## src/hw/rtl/spff_pkg.sv

```systemverilog
// Package for the smallest prime factor factorizer: widths, table size,
// sequencer step codes, control word layout and the microprogram ROM.
// No dependencies.
`timescale 1ns / 1ps

package spff_pkg;

  // table size and field widths
  localparam int VALUE_LIMIT = 131072;
  localparam int ADDR_W      = $clog2(VALUE_LIMIT);
  localparam int VALUE_W     = 17;
  localparam int PRIME_W     = 17;
  localparam int EXP_W       = 5;
  localparam int STEP_W      = 4;

  // sequencer steps
  localparam logic [STEP_W-1:0] ST_SV_INIT = 4'd0;
  localparam logic [STEP_W-1:0] ST_SV_ROW  = 4'd1;
  localparam logic [STEP_W-1:0] ST_SV_WR   = 4'd2;
  localparam logic [STEP_W-1:0] ST_SV_NEXT = 4'd3;
  localparam logic [STEP_W-1:0] ST_IDLE    = 4'd4;
  localparam logic [STEP_W-1:0] ST_TEST    = 4'd5;
  localparam logic [STEP_W-1:0] ST_FIRST   = 4'd6;
  localparam logic [STEP_W-1:0] ST_DIVGO   = 4'd7;
  localparam logic [STEP_W-1:0] ST_DIVWAIT = 4'd8;
  localparam logic [STEP_W-1:0] ST_RD      = 4'd9;
  localparam logic [STEP_W-1:0] ST_CHK     = 4'd10;
  localparam logic [STEP_W-1:0] ST_EMIT    = 4'd11;
  localparam logic [STEP_W-1:0] ST_EMIT2   = 4'd12;

  // datapath operations
  typedef enum logic [3:0] {
    OP_NOP,
    OP_SV_INIT,
    OP_SV_ROW,
    OP_SV_WR,
    OP_SV_NEXT,
    OP_ACCEPT,
    OP_FIRST,
    OP_DIVGO,
    OP_DIVWAIT,
    OP_EMIT
  } op_e;

  // jump conditions
  typedef enum logic [2:0] {
    COND_ALWAYS,
    COND_ROW_END,
    COND_SIEVE_DONE,
    COND_IN_XFER,
    COND_X_ONE,
    COND_DIV_DONE,
    COND_NEW_PRIME,
    COND_OUT_FREE
  } cond_e;

  // one control word
  typedef struct packed {
    op_e               op;
    cond_e             cond;
    logic [STEP_W-1:0] tgt_t;
    logic [STEP_W-1:0] tgt_f;
  } ucode_t;

  // microprogram: sieve fill from the top divisor down, then factoring loop
  function automatic ucode_t ucode_rom(input logic [STEP_W-1:0] step);
    ucode_t w;
    case (step)
      ST_SV_INIT: w = '{OP_SV_INIT, COND_ALWAYS,     ST_SV_ROW,  ST_SV_ROW};
      ST_SV_ROW:  w = '{OP_SV_ROW,  COND_ALWAYS,     ST_SV_WR,   ST_SV_WR};
      ST_SV_WR:   w = '{OP_SV_WR,   COND_ROW_END,    ST_SV_NEXT, ST_SV_WR};
      ST_SV_NEXT: w = '{OP_SV_NEXT, COND_SIEVE_DONE, ST_IDLE,    ST_SV_ROW};
      ST_IDLE:    w = '{OP_ACCEPT,  COND_IN_XFER,    ST_TEST,    ST_IDLE};
      ST_TEST:    w = '{OP_NOP,     COND_X_ONE,      ST_EMIT,    ST_FIRST};
      ST_FIRST:   w = '{OP_FIRST,   COND_ALWAYS,     ST_DIVGO,   ST_DIVGO};
      ST_DIVGO:   w = '{OP_DIVGO,   COND_ALWAYS,     ST_DIVWAIT, ST_DIVWAIT};
      ST_DIVWAIT: w = '{OP_DIVWAIT, COND_DIV_DONE,   ST_RD,      ST_DIVWAIT};
      ST_RD:      w = '{OP_NOP,     COND_ALWAYS,     ST_CHK,     ST_CHK};
      ST_CHK:     w = '{OP_NOP,     COND_NEW_PRIME,  ST_EMIT,    ST_DIVGO};
      ST_EMIT:    w = '{OP_EMIT,    COND_OUT_FREE,   ST_EMIT2,   ST_EMIT};
      ST_EMIT2:   w = '{OP_NOP,     COND_X_ONE,      ST_IDLE,    ST_FIRST};
      default:    w = '{OP_NOP,     COND_ALWAYS,     ST_IDLE,    ST_IDLE};
    endcase
    return w;
  endfunction

endpackage

```

## src/hw/rtl/spff_div.sv

```systemverilog
// Restoring divider, one quotient bit per cycle, unsigned.
// Depends on spff_pkg for the operand width.
`timescale 1ns / 1ps

module spff_div (
  input  logic                        clk_i,
  input  logic                        rst_ni,
  input  logic                        start_i,
  input  logic [spff_pkg::VALUE_W-1:0] dividend_i,
  input  logic [spff_pkg::VALUE_W-1:0] divisor_i,
  output logic                        done_o,
  output logic [spff_pkg::VALUE_W-1:0] quotient_o
);

  localparam int W   = spff_pkg::VALUE_W;
  localparam int CW  = $clog2(W);

  logic          busy_q, busy_d;
  logic          done_q, done_d;
  logic [CW-1:0] cnt_q, cnt_d;
  logic [W-1:0]  rem_q, rem_d;
  logic [W-1:0]  quo_q, quo_d;
  logic [W-1:0]  dvs_q, dvs_d;
  logic [W:0]    shifted;
  logic [W:0]    diff;

  // one shift and trial subtract
  always_comb begin
    shifted = {rem_q, quo_q[W-1]};
    diff    = shifted - {1'b0, dvs_q};
    busy_d  = busy_q;
    done_d  = 1'b0;
    cnt_d   = cnt_q;
    rem_d   = rem_q;
    quo_d   = quo_q;
    dvs_d   = dvs_q;
    if (start_i) begin
      busy_d = 1'b1;
      cnt_d  = CW'(W - 1);
      rem_d  = '0;
      quo_d  = dividend_i;
      dvs_d  = divisor_i;
    end else if (busy_q) begin
      if (shifted >= {1'b0, dvs_q}) begin
        rem_d = diff[W-1:0];
        quo_d = {quo_q[W-2:0], 1'b1};
      end else begin
        rem_d = shifted[W-1:0];
        quo_d = {quo_q[W-2:0], 1'b0};
      end
      cnt_d = cnt_q - 1'b1;
      if (cnt_q == '0) begin
        busy_d = 1'b0;
        done_d = 1'b1;
      end
    end
  end

  // control registers
  always_ff @(posedge clk_i or negedge rst_ni) begin
    if (!rst_ni) begin
      busy_q <= 1'b0;
      done_q <= 1'b0;
      cnt_q  <= '0;
    end else begin
      busy_q <= busy_d;
      done_q <= done_d;
      cnt_q  <= cnt_d;
    end
  end

  // operand registers
  always_ff @(posedge clk_i) begin
    rem_q <= rem_d;
    quo_q <= quo_d;
    dvs_q <= dvs_d;
  end

  assign done_o     = done_q;
  assign quotient_o = quo_q;

endmodule

```

## config.mk

```make
export PLATFORM = sky130hd
export DESIGN_NAME = spff_div
export DESIGN_NICKNAME = d
export VERILOG_FILES = /design/src/hw/rtl/spff_pkg.sv /design/src/hw/rtl/spff_div.sv
export SDC_FILE = /design/constraint.sdc
export NUM_CORES = 1
export LEC_CHECK = 0
export ABC_CLOCK_PERIOD_IN_PS = 2400
export BUFFER_PORTS_ARGS = -buffer_cell sky130_fd_sc_hd__buf_2
export CAP_MARGIN = 25
export CORE_MARGIN = 2
export CORE_UTILIZATION = 40
export CTS_BUF_LIST = sky130_fd_sc_hd__clkbuf_8
export CTS_CLUSTER_SIZE = 40
export DETAILED_ROUTE_END_ITERATION = 10
export PLACE_DENSITY = 0.64
export SLEW_MARGIN = 40
export SYNTH_ARGS = -nofsm -noshare
export SYNTH_HDL_FRONTEND = slang
export SYNTH_SLANG_ARGS = --single-unit
```

## constraint.sdc

```tcl
create_clock -name clk_i -period 2.4 [get_ports clk_i]
set_input_delay 0.72 -clock clk_i [delete_from_list [all_inputs] [get_ports clk_i]]
set_output_delay 0.72 -clock clk_i [all_outputs]
set_load 0.1 [all_outputs]
```

* Word level (Yosys, flattened, before mapping)
Index checks and enable logic that the tools add are counted. W data, S select, Z words.
Word-level totals: bits in registers 58, output and inout port bits 18, word-level logic and storage cells 23
Cells by class: $add $sub $neg 2, order comparisons 1, multiplexer cells 12, reduce and logical (&&, ||, !) cells 2
Operator list (number):
- $mux W17 | 3
- $ge A18 B17 Y1 | 1
- $sub A17 B17 Y17 | 1
- $mux W5 | 2
- $mux W1 | 7
- $logic_not A5 Y1 | 1
- $sub A5 B1 Y5 const B | 1
- $reduce_bool A2 Y1 | 1

* Depth between registers and ports, before layout
word-level depth 4, gate-level depth with buffers 11, depth with buffers taken out 10

* Worst setup path after synthesis
OpenSTA, ideal clock, no wires.
path type reg2reg, start point register quo_q[16] (netlist: quotient_o[16]), end point register quo_q[0] (netlist: quotient_o[0]), data pin, setup time 0.260 ns, arrival time 2.957 ns, path slack -0.817 ns, stages on the path, launching flop included 11, buffers on the path 1, cells stage by stage edfxtp_1 -> inv_1 -> ha_1 -> inv_1 -> fa_1 -> a21o_1 -> a221o_1 -> o311ai_1 -> o211ai_1 -> buf_2 -> mux2_2
Between the ends: word-level cells in the longest chain between the ends 4
RTL lines:
- start: declaration | line spff_div.sv:22 | logic [W-1:0] quo_q, quo_d;
- start signal: assignment | line spff_div.sv:75 | quo_q <= quo_d;
- $ge A18 B17 Y1 | line spff_div.sv:44 | if (shifted >= {1'b0, dvs_q}) begin
- $mux W1 | line spff_div.sv:44
- $mux W17 | line spff_div.sv:43 | end else if (busy_q) begin
- $mux W17 | line spff_div.sv:37 | if (start_i) begin
- via quo_d[0] | line spff_div.sv:22
The timed path passes the listed nets, and every way through them passes these cells. The select of a mux whose other input is x is not followed. A chain may end at the register's enable or synchronous reset.

* Worst setup path after layout
start point register quo_q[16] (netlist: quotient_o[16]), end point register rem_q[16]
Between the ends: word-level cells in the longest chain between the ends 2, elaborated cells on any way between the ends 3
RTL lines:
- $sub A17 B17 Y17 or $ge A18 B17 Y1 (tied branches) | line spff_div.sv:30, spff_div.sv:44
- $mux W17 (*) | line spff_div.sv:44
- end signal: assignment | line spff_div.sv:74 | rem_q <= rem_d;
- end: declaration | line spff_div.sv:21 | logic [W-1:0] rem_q, rem_d;
Mark *: on every way between the ends. The rest lies on a longest branch, timed or not.

==> results.md <==
* YS warnings at 0
* CTS tree: built
* Initial drt markers at ~160
* IO Port Bufs at between 50 and 60
* Critical path startpoint category: register
* Sink Count at between 50 and 60
* RSZ-0062 raised after global routing: true
* Number of synthesized flops with an enable pin at 34
* Clock slew at the register clock pins of the worst setup and hold paths at about 80 ps
* Worst-Margin Slew at approximately 510 ps
* Layout Nets at 470
* Share of cells above drive strength 1 at 0.383
* Synth Cell Area at about 3300 um^2
* Seq/Total Area, Yosys at 0.471
* Largest net degree at the start of global routing at 18
* Final setup viols at 18
* # fillers at between 700 and 800
* Max Slew Vio Count at 0
* Vias in the first global route at between 2000 and 3000
* Max FO, Critical Path at 3
* Post-Route Setup TNS at -3840 ps
* Post-route insts no fill at 520
* Crit path launch: quotient_o[16]$_DFFE_PP_
* # H-tree levels at 3
* Aggregate routed wire length at between 7000 and 8000 um
* Routed vias at 2723
* Detail-routed via count per cell at between 5 and 6
* Initial antenna violation count at 0
* CTS Buf Count at 9
* Sw frac at 0.440
* Clk_lat worst skew at ~350 ps
* Root Driver: clkbuf_8
* Cells after synthesis at 310
* Sequential share of power at 0.280
* Commonest non-fill, non-tap cells in the layout: 54 x buf_2, 50 x buf_4, 34 x edfxtp_1, 26 x nor2_1
* Setup ws final at -313 ps
* Layout Skew at between 10 and 15 ps
* Cells after DPL at 500
* CP arrival at between 2000 and 3000 ps
* Total Routing Usage GR at 0.189
* First-pass DRT Iterations at 4
* Int Pwr at a little over 3 mW
* Post-Synth Simple-Gate Area at 0.112
* Synthesized area per cell at 10.5 um^2
* DRC Markers at 0
* R2R cell count at 10
* Final ANT Viol Nets at 0
* Comb pwr share at 0.568
* Leak Pwr at roughly 1.9 nW
* Maximum VDD drop at 0.891 mV
* Post-synth top flop: edfxtp_1
* Clk buf depth at 2
* Crit path required time at roughly 2700 ps
* Die height at between 90 and 100 um
* Max_slew headroom at 0.657
* Violated checks: negative setup slack
* Sw power at approximately 2.4 mW
* Combinational family with the most area after synthesis: compound AO/OA/AOI/OAI gates
* GRT overflow at 0
* Rows at 32
* Yosys cell types at between 50 and 60
* I/O Pins at between 50 and 60
* Clock share of power at 0.152
* Detail Placement HPWL at 5680 um
* Overall power at ~5.4 mW
* Post-synth ARST share at 0.121
* Starting Density at 0.418
* ANT cells at 0
* GP Congestion at a little over 0.9
* Post-synthesis mux area share at 0.0847
* # Max-Cap Violations at 0
* Post-Synth XOR/XNOR Area at 0.0429
* Final period util at 1.13
* Die Width at ~94 um
* First-pass GRT wire length at approximately 13000 um
* Post-Synth Adder-Cell Area at 0.0790
* FF-to-FF Start: quotient_o[16]$_DFFE_PP_
* Total core area at around 7800 um^2
* Crit. End Element: register
* Post-synthesis compound-gate area fraction at 0.164
* Peak Freq at 0.369 GHz
* CP Class: register to register
* Worst hold path type: input pin to async pin
* Area delta synth->final at 31.4%
* Crit path time final at 2710 ps
* Most common cell after layout, fill and taps aside: buf_2
* Post-Syn Nets at about 370
* PwrDens at between 1000 and 1500 nW/um^2
* Die ar. at a little under 9000 um^2
* Wire per inst at between 10 and 15 um
* Outcome: finished with violations
* Seq cells post-synth at a little under 60
* Final hold viol count at 0
-- power groups by stage --
stage | sequential [mW] | clock, mW | combinational (mW)
finish | 1.51 | 0.824 | 3.07
CTS | 1.51 | 0.845 | 2.98
detailed placement | 1.53 | 0 | 2.83
global route | 1.55 | 0.905 | 3.32
global placement | 1.52 | 0 | 2.82
floorplan | 2.01 | 0 | 1.50
-- sequential cells by signal (all words and copies together) (netlist names) --
signal      cells
busy_q          1
cnt_q           5
done_o          1
dvs_q          17
quotient_o     17
rem_q          17
-- synth_stat cells, types with 2 or more instances --
cell,instances,area share
clkbuf_1,10,0.012
nor3_1,4,0.0061
buf_2,4,0.0061
a31oi_1,3,0.0058
o21ai_1,2,0.0031
dfrtp_1,7,0.054
o211ai_1,4,0.0092
a22oi_1,3,0.0069
a221oi_1,2,0.0054
a32oi_1,3,0.0081
dfxtp_1,17,0.10
nor2b_1,3,0.0058
nand2b_1,4,0.0077
ha_1,19,0.073
edfxtp_1,34,0.31
o31ai_1,5,0.012
xor2_1,8,0.021
nand4_1,4,0.0077
nor4_1,2,0.0038
nand3_1,3,0.0046
nand2_1,23,0.026
nor2_1,26,0.030
o21ai_0,7,0.011
o311ai_1,3,0.0081
a21o_1,7,0.016
mux2i_1,7,0.021
xnor2_1,8,0.021
a21oi_1,15,0.023
a211oi_1,8,0.018
mux2_2,17,0.059
inv_1,23,0.026
o21a_1,3,0.0069
a21boi_0,2,0.0046
nand4b_1,2,0.0054
and3_1,2,0.0038
-- final timing paths --
check / endpoint / slack [ps]
setup / recovery: rem_q[16]$_SDFFE_PP0P_ / -310
hold / removal: cnt_q[3]$_DFFE_PN0P_ / 190
setup reg to reg: rem_q[16]$_SDFFE_PP0P_ / -310
hold reg to reg: rem_q[2]$_SDFFE_PP0P_ / 480
max in group asynchronous: cnt_q[4]$_DFFE_PN0P_ / 2040
min in group clk_i: rem_q[2]$_SDFFE_PP0P_ / 480
-- timing repair --
| item | 4_1_cts | 5_1_grt |
|---|---|---|
| resized for setup | 5 | 9 |
| setup buffers | 3 | 3 |
| cloned | 1 | 0 |
| setup endpoints to repair | 18 | 18 |
| endpoints found under the hold margin | 0 | 0 |
| pin swaps | 9 | 9 |
| hold buffers | 0 | 0 |
-- worst max-delay path, cell delays in order (launching register included) --
cell	delay, ps
edfxtp_1	380
inv_1	70
ha_2	180
inv_2	40
fa_2	330
a21o_1	210
a221o_1	380
a21o_1	230
o31a_1	310
mux2_4	310
o31ai_2	200
-- area by class of cell --
cell class / count / area (um^2) / share of cell area
Inverter: 23 / 86.3 / 0.0201
Multi-Input combinational cell: 214 / 1660 / 0.387
Clock inverter: 6 / 42.5 / 0.00992
Clock buffer: 10 / 138 / 0.0321
Timing Repair Buffer: 107 / 697 / 0.163
Tap cell: 102 / 128 / 0.0298
Sequential cell: 58 / 1540 / 0.358
-- cell families (layout without fill, tap and decap cells) --
kind of cell | Yosys count | in the layout
flops | 58 | 58
simple gates | 77 | 77
xor+xnor | 16 | 16
compound gates | 76 | 76
fa+ha+maj | 20 | 20
buf+inv | 38 | 146
mux | 25 | 25
-- per-stage QoR --
step           utilization  cell area (um^2)  setup WS (ps)  hold slack (ps)
2_1_floorplan            -              3280           -729              424
3_3_place_gp         0.511              3990           -234              465
3_5_place_dp         0.511              3990           -316              470
4_1_cts              0.542              4230           -288              180
5_1_grt              0.549              4290           -471              178
6_report             0.549              4290           -313              190
-- per-layer routing --
layer | global-route usage | routed length [um] | vias to the layer above
met5 | 0 | 0 | -
met1 | 0.248 | 3580 | 1293
met2 | 0.296 | 3590 | 71
met3 | 0.0465 | 406 | 10
li1 | - | - | 1349
met4 | 0.0821 | 119 | 0
Note: power is estimated with default switching activity, not from simulation.
